===== src/hw/rtl/qsd_pkg.sv =====
// qsd_pkg: shared constants, types and small tables of the qam soft demapper
// pam level tables, max-star correction table and label ordering helper
// no dependencies
package qsd_pkg;

  localparam int VAR_W        = 16;
  localparam int LV_W         = 14;
  localparam int NUM_LEV      = 16;
  localparam int AX_BITS      = 4;
  localparam int NUM_LLR      = 8;
  localparam int MS_STEPS     = 8;
  localparam int CORR_ENTRIES = 12;

  // 2^16 / sqrt(2)
  localparam logic [15:0] QPSK_K = 16'd46341;

  typedef enum logic [1:0] {
    MOD_QPSK   = 2'd0,
    MOD_16QAM  = 2'd1,
    MOD_64QAM  = 2'd2,
    MOD_256QAM = 2'd3
  } mod_t;

  localparam logic CFG_IDX_MOD = 1'b0;

  localparam logic signed [LV_W-1:0] LV16 [4] = '{
    -14'sd1295, -14'sd3886, 14'sd1295, 14'sd3886
  };
  localparam logic signed [LV_W-1:0] LV64 [8] = '{
    -14'sd1896, -14'sd632, -14'sd3160, -14'sd4424,
     14'sd1896,  14'sd632,  14'sd3160,  14'sd4424
  };
  localparam logic signed [LV_W-1:0] LV256 [16] = '{
    -14'sd1571, -14'sd2199, -14'sd942,  -14'sd314,
    -14'sd3456, -14'sd2827, -14'sd4084, -14'sd4712,
     14'sd1571,  14'sd2199,  14'sd942,   14'sd314,
     14'sd3456,  14'sd2827,  14'sd4084,  14'sd4712
  };

  function automatic logic signed [LV_W-1:0] level(input mod_t m, input logic [3:0] n);
    logic signed [LV_W-1:0] r;
    r = '0;
    case (m)
      MOD_16QAM: begin
        if (n < 4'd4) r = LV16[n[1:0]];
      end
      MOD_64QAM: begin
        if (n < 4'd8) r = LV64[n[2:0]];
      end
      MOD_256QAM: begin
        r = LV256[n];
      end
      default: r = '0;
    endcase
    return r;
  endfunction

  // round(128*ln(1+exp(-k/2)))
  function automatic logic [6:0] corr(input logic [3:0] idx);
    logic [6:0] r;
    case (idx)
      4'd0:  r = 7'd89;
      4'd1:  r = 7'd61;
      4'd2:  r = 7'd40;
      4'd3:  r = 7'd26;
      4'd4:  r = 7'd16;
      4'd5:  r = 7'd10;
      4'd6:  r = 7'd6;
      4'd7:  r = 7'd4;
      4'd8:  r = 7'd2;
      4'd9:  r = 7'd1;
      4'd10: r = 7'd1;
      4'd11: r = 7'd1;
      default: r = 7'd0;
    endcase
    return r;
  endfunction

  // k-th label (ascending) of an m-bit axis whose bit b equals v
  function automatic logic [3:0] label_idx(input logic [2:0] m, input logic [1:0] b,
                                           input logic v, input logic [2:0] k);
    logic [1:0] p;
    logic [3:0] kk;
    logic [3:0] mask;
    p    = 2'(m - 3'd1 - {1'b0, b});
    kk   = {1'b0, k};
    mask = 4'((5'd1 << p) - 5'd1);
    return 4'(((kk & ~mask) << 1) | ({3'b000, v} << p) | (kk & mask));
  endfunction

endpackage


===== src/hw/rtl/qsd_mstar_cell.sv =====
// qsd_mstar_cell: one max-star step for every bit and bit value of one axis
// uses qsd_pkg for the label order and the correction table
module qsd_mstar_cell #(
  parameter int MET_W = 34,
  parameter int STEP  = 0,
  parameter int LIM   = 8
) (
  input  logic                    clk,
  input  logic                    en,
  input  qsd_pkg::mod_t           mode,
  input  logic signed [MET_W-1:0] met_in  [16],
  input  logic signed [MET_W-1:0] acc_in  [4][2],
  output logic signed [MET_W-1:0] met_out [16],
  output logic signed [MET_W-1:0] acc_out [4][2]
);

  localparam logic [2:0] STEP_K = 3'(STEP);

  function automatic logic signed [MET_W-1:0] max_star(input logic signed [MET_W-1:0] a,
                                                       input logic signed [MET_W-1:0] b);
    logic signed [MET_W-1:0] hi;
    logic [MET_W:0]          d;
    if (a > b) begin
      hi = a;
      d  = (MET_W+1)'(a) - (MET_W+1)'(b);
    end else begin
      hi = b;
      d  = (MET_W+1)'(b) - (MET_W+1)'(a);
    end
    if (d < (MET_W+1)'(64 * LIM)) hi = hi + MET_W'(qsd_pkg::corr(d[9:6]));
    return hi;
  endfunction

  logic [2:0]              mm;
  logic                    step_on;
  logic [3:0]              n;
  logic signed [MET_W-1:0] nxt [4][2];

  always_comb begin
    mm      = {1'b0, mode} + 3'd1;
    step_on = ({1'b0, STEP_K} < (4'd1 << (mm - 3'd1)));
    n       = '0;
    for (int b = 0; b < 4; b++) begin
      for (int v = 0; v < 2; v++) begin
        nxt[b][v] = acc_in[b][v];
        if (step_on && (b < mm)) begin
          n = qsd_pkg::label_idx(mm, 2'(b), v[0], STEP_K);
          if (STEP == 0) nxt[b][v] = met_in[n];
          else           nxt[b][v] = max_star(acc_in[b][v], met_in[n]);
        end
      end
    end
  end

  always_ff @(posedge clk) begin
    if (en) begin
      met_out <= met_in;
      acc_out <= nxt;
    end
  end

endmodule


===== config.mk =====
export PLATFORM = sky130hd
export DESIGN_NAME = qsd_mstar_cell
export DESIGN_NICKNAME = d
export VERILOG_FILES = /design/src/hw/rtl/qsd_pkg.sv /design/src/hw/rtl/qsd_mstar_cell.sv
export SDC_FILE = /design/constraint.sdc
export NUM_CORES = 1
export LEC_CHECK = 0
export BUFFER_PORTS_ARGS = -buffer_cell sky130_fd_sc_hd__buf_2
export CAP_MARGIN = 20
export CORE_AREA = 2 2 642 644
export DETAILED_ROUTE_END_ITERATION = 12
export DIE_AREA = 0 0 644 646
export GPL_TIMING_DRIVEN = 0
export HOLD_SLACK_MARGIN = 0.05
export SLEW_MARGIN = 30
export SYNTH_ARGS = -nofsm -noshare
export SYNTH_HDL_FRONTEND = slang
export SYNTH_SLANG_ARGS = --single-unit

===== constraint.sdc =====
create_clock -name clk -period 1.5 [get_ports clk]
set_input_delay 0.075 -clock clk [delete_from_list [all_inputs] [get_ports clk]]
set_output_delay 0.075 -clock clk [all_outputs]
set_load 0.005 [all_outputs]

; ---- Word-level counts from Yosys, hierarchy flattened
; Index checks and enable logic that the tools add are counted.
; W data, S select, Z words.
[totals]
output_inout_bits = 816
word_cells = 95
regBits = 816
input_bits = 820
[op_classes]
shifts = 9
add_sub_neg = 5
magnitude_cmp = 13
muxes = 32
n_bitwise = 8
n_reduce_logical = 4
[op_table]
columns = op, n
row1 = $bmux W34 S4, 8
row2 = $mux W34, 24
row3 = $ge A5 B5 Y1 const B, 8
row4 = $not A4 Y5, 8
row5 = $shl A1 B2 Y4 const A, 8
row6 = $lt A1 B3 Y1 const A, 2
row7 = $lt A2 B3 Y1 const A, 2
row8 = $logic_and A1 B1 Y1, 4
row9 = $lt A1 B4 Y1 const A, 1
row10 = $shl A1 B3 Y4 const A, 1
row11 = $sub A2 B2 Y2 const B, 2
row12 = $add A2 B1 Y3 const B, 1
row13 = $sub A3 B1 Y3 const B, 1
row14 = $sub A2 B1 Y2 const B, 1

; ---- Logic depth before layout (Yosys ltp)
[depth]
ltp_word = 9
ltp_mapped = 6
ltp_nobuf = 2

; ---- Worst setup path before layout
; OpenSTA, ideal clock, no wires.
[synth_timing]
path_kind = input to register
from = in mode[1]
to = reg acc_out[173] (netlist name) (data pin)
arrival_ns = 1.001
t_required_ns = 1.240
setup_ns = 0.260
path_slack_ns = 0.239
path_stages = 4
path_buffers = 2
cell_sequence = buf_4 nor2_2 buf_6 mux2_2
[synth_lines]
columns = item, line
row1 = "start, declared", qsd_mstar_cell.sv:10  ; input qsd_pkg::mod_t mode,
row2 = "end signal, assigned", qsd_mstar_cell.sv:58  ; acc_out <= nxt;
row3 = "end, declared", qsd_mstar_cell.sv:14  ; output logic signed [MET_W-1:0] acc_out [4][2]

; ---- Worst setup path after layout
[layout_timing]
from = reg acc_out[58] (netlist name)
to = out acc_out[58] (netlist name)
; No word-level cell between the ends.

==> flow_results.org <==
** Status
- The run finished, with violations left.
- The final reports fail on negative hold slack, negative setup slack.

** Critical path
- Of all nets on the critical path, the largest fanout is 1.
- Worst-path cell with the longest stage delay :: edfxtp_1
- Top delay family on crit path :: flip-flops
- Sequence of cells on the critical path :: buf_2
- For the worst setup path, the data arrival time is 1.50 ns.
- Startpoint class of the critical path :: flip-flop
- Slowest stage delay, CP :: 0.46 ns
- Worst Setup End Kind :: output pin
- Required time of the worst setup path :: 1.42 ns
- Together, buffers and inverters on the worst path number 1.
- Worst setup path class :: reg -> out

** Yosys
- The share of synthesized area in the top cell type comes to 0.855.
- Mean post-synth cell area :: 23.9 µm²
- Share of the yosys chip area belonging to registers :: 0.855
- Largest area contributor in the netlist :: edfxtp_1
- Summing every instance area after synthesis gives 28700 µm².
- Nets in the synthesized netlist :: 2019
- Number of distinct library cells after synthesis :: 15
- Top post-synthesis cells by area :: edfxtp_1 85%, mux4_2 5.3%, mux2_2 5.3%
- Post-synthesis sequential element count :: 816
- Synthesis handed over a netlist of 1199 instances.
- During synthesis, Yosys emitted a total of 0 warnings.

** Timing
- Unrepaired setup endpoints after global routing :: yes
- Setup violations remaining at the end of the flow were counted as 155.
- Setup slack of the critical path after layout :: -0.0774 ns
- Based on the critical path, the design can be clocked at up to 0.634 GHz.
- Subtracting the final worst setup slack from the clock period gives 1.58 ns.
- In the finished design, the share of the clock period the worst path needs comes to 1.05.
- After routing, the total negative slack on setup checks comes to -3.32 ns.
- The final count of pins violating max slew was 0.
- Hold Slack :: -0.375 ns
- Least-Margin Pin Slew :: 0.817 ns
- Slew Limit Headroom :: 0.455
- The number of hold-slack violations in the final timing report was 70.

** Drt
- Antenna Nets Post-Route :: 0
- WL/cell :: 31.2 µm
- The detailed router finished its first iteration with 2738 violations.
- After detailed routing, the number of remaining DRC violations is 0.
- The routed layout has 27656 vias.
- Dividing the detail-routed via count by the number of cells gives 2.80.
- Total Routed Length :: 309000 µm
- The first detailed-routing pass took 8 iterations.

** Pwr
- For this design the static power due to leakage is 24.2 nW.
- For this design the ratio of total power to cell area is 1090 nW/µm².
- Peak supply drop :: 908 µV

** Clock network
- The number of clock buffers added by TritonCTS is 115.
- Clock-pin slew reported for the worst setup and hold paths after clock tree synthesis :: 0.06 ns
- Clock tree from TritonCTS :: yes
- No sink is reached through more buffers than the 4 on the longest clock path.
- Root buffer selected by CTS :: clkbuf_16
- Clock tree synthesis found a total of 816 sinks.
- CTS H-Tree Depth :: 3

** Placement
- Summed over all nets, the half-perimeter wirelength after detailed placement is 254000 µm.
- Port buffering added 1565 buffers.
- Number of placed instances with taps included :: 8223
- The congestion estimate from routability-driven global placement came to 0.944.
- Pre-CTS setup slack :: -1.58 ns
- Cell Area, Placed :: 43600 µm²

** Die
- Total Die Area :: 416000 µm²
- Width of the die :: 644 µm
- The core region is 409000 µm².
- Top Ports :: 1636
- Row generation in the floorplan step produced 235 rows.
- Height of the die :: 646 µm
- For this configuration, the core starts out at a cell density of 0.0701.

** Final layout
- Fin nets :: 5100
- Of the cells placed in the final design, the portion with a size suffix greater than 1 is 0.458.
- Filler cells :: 45018
- The top cell types in the final layout, fill and taps aside, are 1382 x dlygate4sd3_1, 1220 x buf_2, 816 x edfxtp_1, 365 x buf_6, 135 x mux2_2.
- Most common library cell in the layout ignoring fill and taps :: dlygate4sd3_1
- Leaving out filler cells and counting taps, the final layout contains 9883.
- Area of all placed cells without fillers :: 63700 µm²
- From synthesis to final layout, the design area changed by 122%.

** Hold path
- The worst hold path terminates at acc_out[244].
- The worst hold path begins at en.
- Along the worst hold path, the cell count comes to 1.
- Worst min-delay path class :: in -> reg

** GRT
- Number of global-route vias before repair :: 27720
- Antenna violations before repair :: 257
- Pin count of the biggest net entering global routing :: 123
- Wire length of the first global-routing pass :: 364000 µm
- For this run the aggregate overflow at the end of global routing stands at 0.
- In the global route stage, overall resource usage came out at 0.142.

** Job
- Max Cap Violations :: 0
power breakdown:
group / leakage [nW] / switching (mW) / total (mW) / internal, mW
combinational: 14.5 / 6.82 / 12.9 / 6.06
sequential: 7.99 / 0.712 / 28.0 / 27.3
clock: 1.79 / 12.3 / 28.2 / 16.0
worst max path at each step:
stage / start / to / slack, ns / cells after the start
2_1_floorplan: mode[1] / acc_out[173] / 0.24 / 4
3_3_place_gp: en / met_out[100] / -14.90 / 1
3_5_place_dp: en / met_out[100] / -1.58 / 5
4_1_cts: met_out[437] / met_out[437] / -0.23 / 1
5_1_grt: met_out[437] / met_out[437] / -0.19 / 1
6_report: acc_out[58] / acc_out[58] / -0.08 / 1
cells in the mapped netlist:
master / n
buf_2: 16
buf_6: 9
buf_12: 1
nor2_2: 1
a21oi_1: 34
nor2_1: 34
buf_4: 9
mux4_2: 68
nand2_2: 1
mux2_1: 1
mux2i_1: 34
buf_8: 3
clkbuf_1: 37
edfxtp_1: 816
mux2_2: 135
logic make-up (layout without fill, tap and decap cells):
family                 count (synthesis)  in the layout  share of synthesized area
AOI/OAI and AO/OA                     34             34                    0.00594
muxes                                238            238                      0.119
buffers and inverters                 75           3243                     0.0158
DFF                                  816            816                      0.855
other                                  0             65                          0
and+or+nand+nor                       36             36                    0.00489
routing by layer:
metal	track usage	vias up	part of all wire
met5	0	-	0.0023
met4	0.0555	110	0.051
met3	0.0627	693	0.11
met2	0.245	2057	0.48
met1	0.152	13644	0.36
li1	-	11152	-
sequential cells by signal (all words and copies together), names as in the netlist:
signal	flops
met_out	544
acc_out	272
stage by stage:
step | hold slack (ns) | power, mW | util
floorplan | 0.174 | 29.5 | -
CTS | -0.477 | 70.6 | 0.155
finish | -0.375 | 69.2 | 0.156
detailed placement | 0.253 | 36.9 | 0.107
global placement | 0.252 | 37.2 | 0.106
global route | -0.436 | 71.7 | 0.156
what timing repair did:
action	in CTS	in global routing
gates resized for setup	691	33
cloned	4	0
endpoints found under the hold margin	1141	176
setup buffers	0	2
setup endpoints to repair	926	722
pin swaps	0	1
hold buffers	1387	8
cell type report:
cell class / count / area, µm² / share of cell area
antenna: 65 / 163 / 0.00255
timing repair buffer: 2964 / 24400 / 0.382
clock inverter: 76 / 761 / 0.0119
tap: 5451 / 6820 / 0.107
clock buffer: 128 / 2930 / 0.0459
sequential: 816 / 24500 / 0.384
buffer: 75 / 463 / 0.00726
multi-input combinational: 308 / 3730 / 0.0585
Power figures use the tool's default switching activity.
