`src/hw/rtl/qsd_pkg.sv`:
```
// qsd_pkg: shared constants, types and small tables of the qam soft demapper
// pam level tables, max-star correction table and label ordering helper
// no dependencies
package qsd_pkg;

  localparam int VAR_W        = 16;
  localparam int LV_W         = 14;
  localparam int NUM_LEV      = 16;
  localparam int AX_BITS      = 4;
  localparam int NUM_LLR      = 8;
  localparam int MS_STEPS     = 8;
  localparam int CORR_ENTRIES = 12;

  // 2^16 / sqrt(2)
  localparam logic [15:0] QPSK_K = 16'd46341;

  typedef enum logic [1:0] {
    MOD_QPSK   = 2'd0,
    MOD_16QAM  = 2'd1,
    MOD_64QAM  = 2'd2,
    MOD_256QAM = 2'd3
  } mod_t;

  localparam logic CFG_IDX_MOD = 1'b0;

  localparam logic signed [LV_W-1:0] LV16 [4] = '{
    -14'sd1295, -14'sd3886, 14'sd1295, 14'sd3886
  };
  localparam logic signed [LV_W-1:0] LV64 [8] = '{
    -14'sd1896, -14'sd632, -14'sd3160, -14'sd4424,
     14'sd1896,  14'sd632,  14'sd3160,  14'sd4424
  };
  localparam logic signed [LV_W-1:0] LV256 [16] = '{
    -14'sd1571, -14'sd2199, -14'sd942,  -14'sd314,
    -14'sd3456, -14'sd2827, -14'sd4084, -14'sd4712,
     14'sd1571,  14'sd2199,  14'sd942,   14'sd314,
     14'sd3456,  14'sd2827,  14'sd4084,  14'sd4712
  };

  function automatic logic signed [LV_W-1:0] level(input mod_t m, input logic [3:0] n);
    logic signed [LV_W-1:0] r;
    r = '0;
    case (m)
      MOD_16QAM: begin
        if (n < 4'd4) r = LV16[n[1:0]];
      end
      MOD_64QAM: begin
        if (n < 4'd8) r = LV64[n[2:0]];
      end
      MOD_256QAM: begin
        r = LV256[n];
      end
      default: r = '0;
    endcase
    return r;
  endfunction

  // round(128*ln(1+exp(-k/2)))
  function automatic logic [6:0] corr(input logic [3:0] idx);
    logic [6:0] r;
    case (idx)
      4'd0:  r = 7'd89;
      4'd1:  r = 7'd61;
      4'd2:  r = 7'd40;
      4'd3:  r = 7'd26;
      4'd4:  r = 7'd16;
      4'd5:  r = 7'd10;
      4'd6:  r = 7'd6;
      4'd7:  r = 7'd4;
      4'd8:  r = 7'd2;
      4'd9:  r = 7'd1;
      4'd10: r = 7'd1;
      4'd11: r = 7'd1;
      default: r = 7'd0;
    endcase
    return r;
  endfunction

  // k-th label (ascending) of an m-bit axis whose bit b equals v
  function automatic logic [3:0] label_idx(input logic [2:0] m, input logic [1:0] b,
                                           input logic v, input logic [2:0] k);
    logic [1:0] p;
    logic [3:0] kk;
    logic [3:0] mask;
    p    = 2'(m - 3'd1 - {1'b0, b});
    kk   = {1'b0, k};
    mask = 4'((5'd1 << p) - 5'd1);
    return 4'(((kk & ~mask) << 1) | ({3'b000, v} << p) | (kk & mask));
  endfunction

endpackage

```
`src/hw/rtl/qsd_div_cell.sv`:
```
// qsd_div_cell: one restoring division step, one quotient bit per cell
// uses qsd_pkg for the divisor width
module qsd_div_cell #(
  parameter int NUM_W = 32
) (
  input  logic                       clk,
  input  logic                       en,
  input  logic [qsd_pkg::VAR_W-1:0]  dvs,
  input  logic [qsd_pkg::VAR_W-1:0]  rem_in,
  input  logic [NUM_W-1:0]           nq_in,
  output logic [qsd_pkg::VAR_W-1:0]  rem_out,
  output logic [NUM_W-1:0]           nq_out
);

  logic [qsd_pkg::VAR_W:0] t;
  logic [qsd_pkg::VAR_W:0] r;
  logic                    ge;

  always_comb begin
    t  = {rem_in, nq_in[NUM_W-1]};
    ge = (t >= {1'b0, dvs});
    r  = ge ? (t - {1'b0, dvs}) : t;
  end

  // numerator bits leave at the top, quotient bits enter at the bottom
  always_ff @(posedge clk) begin
    if (en) begin
      rem_out <= r[qsd_pkg::VAR_W-1:0];
      nq_out  <= {nq_in[NUM_W-2:0], ge};
    end
  end

endmodule

```
`config.mk`:
```
export PLATFORM = sky130hd
export DESIGN_NAME = qsd_div_cell
export DESIGN_NICKNAME = d
export VERILOG_FILES = /design/src/hw/rtl/qsd_pkg.sv /design/src/hw/rtl/qsd_div_cell.sv
export SDC_FILE = /design/constraint.sdc
export NUM_CORES = 1
export LEC_CHECK = 0
export CAP_MARGIN = 5
export CORE_ASPECT_RATIO = 0.6
export CORE_UTILIZATION = 45
export CTS_CLUSTER_DIAMETER = 30
export DETAILED_ROUTE_END_ITERATION = 12
export DONT_BUFFER_PORTS = 1
export MAX_ROUTING_LAYER = met4
export PLACE_DENSITY = 0.6
export SYNTH_ARGS = -nofsm -noshare
export SYNTH_HDL_FRONTEND = slang
export SYNTH_SLANG_ARGS = --single-unit
export TNS_END_PERCENT = 100
```
`constraint.sdc`:
```
create_clock -name clk -period 3.6 [get_ports clk]
set_input_delay 0.72 -clock clk [delete_from_list [all_inputs] [get_ports clk]]
set_output_delay 0.72 -clock clk [all_outputs]
set_load 0.02 [all_outputs]
```
# After elaboration in Yosys (flattened, before gate mapping)

Cells that the tools add are included.

Register bits after elaboration: 48
Bits of input ports: 66
Output and inout bits: 48
Logic and storage cells: 5

Add/subtract/negate cells: 1
Order comparisons: 1
Multiplexer cells: 1

Operators with widths:

| cell             | count |
|---|---|
| $ge A17 B16 Y1   | 1 |
| $mux W16         | 1 |
| $sub A16 B16 Y16 | 1 |

# Logic depth before layout (Yosys ltp)

Gate-level depths: netlist (run 1).

Depth after elaboration: 2
Mapped depth: 10
Mapped depth without buffers: 9

# Worst setup path before layout (run 1)

Ideal clock, no wire load.

Path type: input -> register
Start point: in dvs[4] in the netlist's numbering
End point: reg rem_out[10] in the netlist's numbering (data pin)
Library setup time: 260 ps
Arrival time: 2624 ps
Required time: 3340 ps
Setup slack: 715 ps
Cell stages on the path: 9
Path buffers: 1
Path through: inv_1 > ha_1 > a211oi_1 > o211ai_1 > o21ai_2 > o211ai_2 > a31oi_4 > buf_6 > mux2_4

Cells in the longest elaborated chain, start to end: 2
Elaborated cells on any way between the ends: 3
Classes of those cells: add/sub (1); order compare (1); mux (1)

RTL lines:

| item                                                      | line                                   | RTL |
|---|---|---|
| start: declaration                                        | qsd_div_cell.sv:8                      | `input logic [qsd_pkg::VAR_W-1:0] dvs,` |
| $sub A16 B16 Y16 / $ge A17 B16 Y1 (equally long branches) | qsd_div_cell.sv:22, qsd_div_cell.sv:21 |  |
| $mux W16 *                                                | qsd_div_cell.sv:22                     | `r = ge ? (t - {1'b0, dvs}) : t;` |
| net r (one bit)                                           | qsd_div_cell.sv:16                     | `logic [qsd_pkg::VAR_W:0] r;` |
| end signal: assignment                                    | qsd_div_cell.sv:28                     | `rem_out <= r[qsd_pkg::VAR_W-1:0];` |
| end: declaration                                          | qsd_div_cell.sv:11                     | `output logic [qsd_pkg::VAR_W-1:0] rem_out,` |

Mark *: on every way through the listed nets, which the timed path passes. The rest lies on a longest branch.
A chain may end at the register's enable or synchronous reset.

# Worst setup path after layout (run 1)

Start point: in dvs[4] in the netlist's numbering
End point: reg rem_out[2] in the netlist's numbering (data pin)

Cells in the longest elaborated chain, start to end: 2

RTL lines:

| item            | line               | RTL |
|---|---|---|
| $ge A17 B16 Y1  | qsd_div_cell.sv:21 | `ge = (t >= {1'b0, dvs});` |
| $mux W16        | qsd_div_cell.sv:22 |  |
| net r (one bit) | qsd_div_cell.sv:16 |  |

The timed path passes the listed nets, and every way through them passes these cells.

==> flow_summary.ini, run 1 <==
[drt]
drtIter0Drc = 95
via_per_inst = 5.48
vias = 1567
drc = 0
ant_nets = 0
wl_per_cell_um = 18.9
drtPass1Iterations = 4
totalWireLength_um = 5400

[timing]
setup_viol = 0
hold_violations = 0
fmax_mhz = 336
fin_crit_sh = 0.827
min_period_ns = 2.98
worst_pin_slew_ns = 0.723
drv_slew = 0
setup-tns-final_ns = 0
maxSlewHeadroom = 0.518
rsz0062_at_grt = false

[synthesis]
synth_edf_count = 48
ys_ff_latch = 48
ys.flop_type = edfxtp_1
synth_nets = 286
avgSynthCellArea_sq_um = 12.7
synthArstFlopShare = 0
synthCells = 203
synth_warnings = 0
synth.largest_area_cell = edfxtp_1
synth_top_area_share = 0.557
yosys-top-cells-area = edfxtp_1, ha_1, mux2_4
yosys.cell_types.count = 39
synth_seq_area_share = 0.557
synth.cell_area_sq_mm = 0.00259

[clocking]
htree_levels = 2
clk_pin_slew_ns = 0.09
postCtsSetupBuffers = 0
clockRootBuffer = clkbuf_8
cts_resized = 0
clockBufferDepth = 2
hold_buffers = 0
numCtsBuffers = 5
clock-sinks = 48
tritoncts = done

[worst_setup_path]
cp-start-kind = primary input
end_kind = register
worstPathMaxFanout = 17
crit_arrival_ns = 3.04
criticalPathCategory = in2reg
worst_ep_required_time_ns = 3.66

[die]
die_y_um = 60.7
die-area_sq_mm = 0.00606
initial_core_util = 0.490
ios = 114
core_sq_mm = 0.00528
num_rows = 20
die_w_um = 99.9

[hold_path]
hold-path-endpoint = nq_out[29]
hp-start = nq_in[28]
min_path_cells = 0
hp-class = in2reg

[global_routing]
grt.total_usage = 0.182
antenna_found_initial = 0
grt_pass1_wl_um = 7760
overflow = 0
grt_max_degree = 49
grt_pass1_vias = 1459

[final_layout]
area_growth_syn_to_layout_pct = 8.42
drive_gt1_frac = 0.134
antenna_cells = 0
nets = 291
fill_cells = 454
final_common_cell = edfxtp_1
layout_common_cells = edfxtp_1, inv_1, ha_1

[pwr]
p_per_area_mw_per_mm2 = 525
finalPower_mw = 1.47
leakage_nw = 1.11
ir_drop_uv = 180

[job]
cap_violations = 0

[status]
outcome = finished clean

[placed_design]
routabilityCongestion = 0.875
place_hpwl_um = 4230
port_buffers = 0
==> cells by family (layout without fill, tap and decap cells) <==
kind of cell	Yosys count	count (layout)	synth area share
xor gates and xnor gates	9	9	0.0305
AOI/OAI and AO/OA	55	55	0.146
adders and majority gates	17	17	0.0851
DFF	48	48	0.557
and+or+nand+nor	33	33	0.0639
muxes	15	15	0.0731
buffers and inverters	26	32	0.0440
==> worst max-delay path, stage by stage <==
cell and delay [ns]:
inv_1 0.03, ha_1 0.36, a211oi_1 0.32, o211ai_1 0.18, o21ai_2 0.23, o211ai_2 0.14, a31oi_4 0.64, mux2_2 0.42
==> stage by stage <==
stage	hold WS (ns)	area (sq um)	setup WS [ns]	cells	util
final	0.510	2800	0.621	286	0.531
after global routing	0.489	2800	0.483	286	0.531
after CTS	0.499	2800	0.605	286	0.531
after detailed placement	0.819	2670	0.274	278	0.505
after global placement	0.819	2670	0.357	278	0.505
after floorplan	0.819	2590	0.715	203	-
==> worst max path at each step <==
stage	end	slack, ns	start
final	rem_out[2]	0.62	dvs[4]
after global routing	rem_out[4]	0.48	dvs[4]
after global placement	rem_out[4]	0.36	dvs[4]
after CTS	rem_out[4]	0.61	dvs[4]
after detailed placement	rem_out[7]	0.27	dvs[4]
after floorplan	rem_out[10]	0.72	dvs[4]
==> cells in the mapped netlist, types with 2 or more instances <==
master     n
o21ai_0   12
inv_1     22
o31a_1     2
xnor2_1    6
a21boi_0   2
edfxtp_1  48
a211oi_1   5
nand4_1    2
nor2_1    12
xor2_1     3
a21o_1     7
nand2_1    8
mux2_2     7
nor2b_1    3
a21oi_1   14
nand3_1    3
buf_4      2
o21a_1     3
mux2_4     6
ha_1      16
mux2i_1    2
==> sequential cells by signal, indices dropped and copies added, names as in the netlist <==
signal	count
nq_out	32
rem_out	16
==> metal layers <==
metal,global-route usage,vias up,routed length (um)
met5,-,-,0
met2,0.256,75,2300
met1,0.253,724,2710
li1,-,766,-
met4,0.0378,0,10
met3,0.0634,2,388
==> layout make-up <==
class	instances	area [sq um]	area share
multi-input cells	129	1030	0.368
clock inverters	3	68.8	0.0245
inverters	22	82.6	0.0295
well taps	77	96.3	0.0344
clock buffers	5	68.8	0.0245
repair buffers	2	15.0	0.00535
flip-flops and latches	48	1440	0.514
==> power by group <==
part	total (mW)	switching, mW	internal (mW)
registers	0.789	0.0964	0.692
logic	0.225	0.118	0.107
clock network	0.459	0.180	0.279
Power figures use the tool's default switching activity.
==> run 2, diff against run 1 <==
Settings changed: ABC_AREA set to 1, PLACE_DENSITY 0.6 to 0.62.
Clock period 3.6 ns to 2.6 ns, I/O delays scaled along.
==> run 2 against run 1 <==
Critical path depth increased by 3; sequential share of layout area down 2.8 points; setup slack lost 0.070 ns; hold slack worse by 0.20 ns; sequential power grew 37%; non-clock buffer count is 1 lower; flip-flop and latch count unchanged; critical path type unchanged; highest routed layer is now met3.
==> flow_summary.ini, run 2 <==
[pwr]
p_per_area_mw_per_mm2 = 684
leakage_nw = 1.45
finalPower_mw = 2.03
p_sw_frac = 0.284
p_int_mw = 1.45
pwr-share-seq = 0.534
ir_drop_uv = 254
clkPwrFrac = 0.319
power_frac_comb = 0.148
switchingPower_mw = 0.576

[die]
die_y_um = 62.7
die-area_sq_mm = 0.00646
num_rows = 21
core_sq_mm = 0.00573
ios = 114
initial_core_util = 0.482
die_w_um = 103

[clocking]
htree_levels = 2
clk_pin_slew_ns = 0.10
numCtsBuffers = 5
postCtsSetupBuffers = 0
clock-sinks = 48
hold_buffers = 0
clockRootBuffer = clkbuf_8
tritoncts = done
cts_resized = 0
clockBufferDepth = 2

[synthesis]
ys_ff_latch = 48
yosys-top-cells-area = edfxtp_1, nand2_1, inv_1
synthCells = 317
ys.flop_type = edfxtp_1
synth.largest_area_cell = edfxtp_1
synth_most_common_cell = nand2_1
synth_nets = 400
synth_seq_area_share = 0.522
avgSynthCellArea_sq_um = 8.71
synth_warnings = 0
synth_edf_count = 48
synth.cell_area_sq_mm = 0.00276
synth_top_area_share = 0.522
synth_commonest_cells = nand2_1, inv_1, edfxtp_1
synthArstFlopShare = 0
yosys.cell_types.count = 22

[worst_setup_path]
worstPathMaxFanout = 14
worst_ep_required_time_ns = 2.78
crit_arrival_ns = 2.23
cp-start-kind = primary input
end_kind = register
criticalPathCategory = in2reg
cp-startpoint = dvs[14]

[drt]
ant_nets = 0
wl_per_cell_um = 14.4
drc = 0
vias = 1974
via_per_inst = 4.90
totalWireLength_um = 5810
drtPass1Iterations = 4
drtIter0Drc = 77

[final_layout]
final_area_sq_mm = 0.00296
drive_gt1_frac = 0.0526
antenna_cells = 0
stdcell_count = 403
final_common_cell = nand2_1
largest_reg_flops = 32
fill_cells = 559
largest-register = nq_out
reg_top3 = nq_out x32, rem_out x16
area_growth_syn_to_layout_pct = 7.34
layout_common_cells = nand2_1, inv_1, edfxtp_1
fin_util = 0.517
nets = 405

[global_routing]
grt_max_degree = 49
grt_pass1_wl_um = 8930
grt.total_usage = 0.188
grt_pass1_vias = 1784
overflow = 0
antenna_found_initial = 0

[placed_design]
place_hpwl_um = 4480
routabilityCongestion = 0.917
placedInstanceArea_sq_mm = 0.00283
dp_slack_ns = 0.198
place_inst = 395
port_buffers = 0

[timing]
min_period_ns = 2.05
worst_pin_slew_ns = 0.556
maxSlewHeadroom = 0.629
fin_ws_ns = 0.551
hold_violations = 0
setup-tns-final_ns = 0
holdWs_ns = 0.306
fmax_mhz = 488
rsz0062_at_grt = false
setup_viol = 0
fin_crit_sh = 0.788
drv_slew = 0

[hold_path]
min_path_cells = 0
hold-path-endpoint = nq_out[1]
hp-class = in2reg
hp-start = nq_in[0]

[status]
outcome = finished clean

[job]
cap_violations = 0
==> run 2: cell types whose count changed after synthesis, moves of 5 or more <==
cell,change
a211oi_1,-5
a21o_1,-7
a21oi_1,-5
inv_1,+38
mux2_2,-7
mux2_4,-6
nand2_1,+112
nand3_1,+14
o21ai_0,-10
xnor2_1,-5
==> run 2: cell type report <==
cell class / count / area [sq um] / area share
clock buffer: 5 / 68.8 / 0.0232
inverter: 60 / 225 / 0.0760
clock inverter: 3 / 68.8 / 0.0232
timing repair buffer: 1 / 7.51 / 0.00253
tap: 80 / 100 / 0.0338
sequential: 48 / 1440 / 0.486
multi-input combinational: 206 / 1050 / 0.355
==> run 2: critical path: stages <==
cell	delay, ns
inv_1	0.02
ha_1	0.33
a21oi_1	0.28
nor2_1	0.07
nor2_1	0.10
nand2_1	0.09
nor2_1	0.12
nand2_2	0.07
inv_1	0.41
nand2_1	0.13
nand2_1	0.09
==> run 2: power groups by stage <==
stage	logic, mW	clock network, mW	registers (mW)
2_1_floorplan	0.246	0	1.09
3_3_place_gp	0.294	0	1.10
3_5_place_dp	0.298	0	1.10
4_1_cts	0.299	0.664	1.08
5_1_grt	0.347	0.689	1.09
6_report	0.300	0.645	1.08
==> run 2: cells by family after synthesis <==
logic type,after synthesis,synth area share
AO/OA/AOI/OAI,12,0.0227
XOR/XNOR,6,0.0190
adder cells (fa/ha/maj),17,0.0798
buffers and inverters,63,0.0970
flip-flops,48,0.522
AND/OR/NAND/NOR,171,0.259
==> run 2: per-layer routing <==
metal | global-route usage | vias up | routed length, um
met2 | 0.244 | 93 | 2280
met5 | - | - | 0
met4 | 0.0264 | 0 | 0
li1 | - | 1010 | -
met1 | 0.286 | 871 | 2990
met3 | 0.0604 | 0 | 543
==> run 2: worst max-delay path by stage <==
stage               cells after the start           to  slack, ns
CTS                                    11  rem_out[11]       0.50
detailed placement                     11   rem_out[8]       0.20
global route                           11  rem_out[15]       0.32
floorplan                              14  rem_out[12]       0.59
finish                                 11  rem_out[11]       0.55
global placement                       11  rem_out[13]       0.25
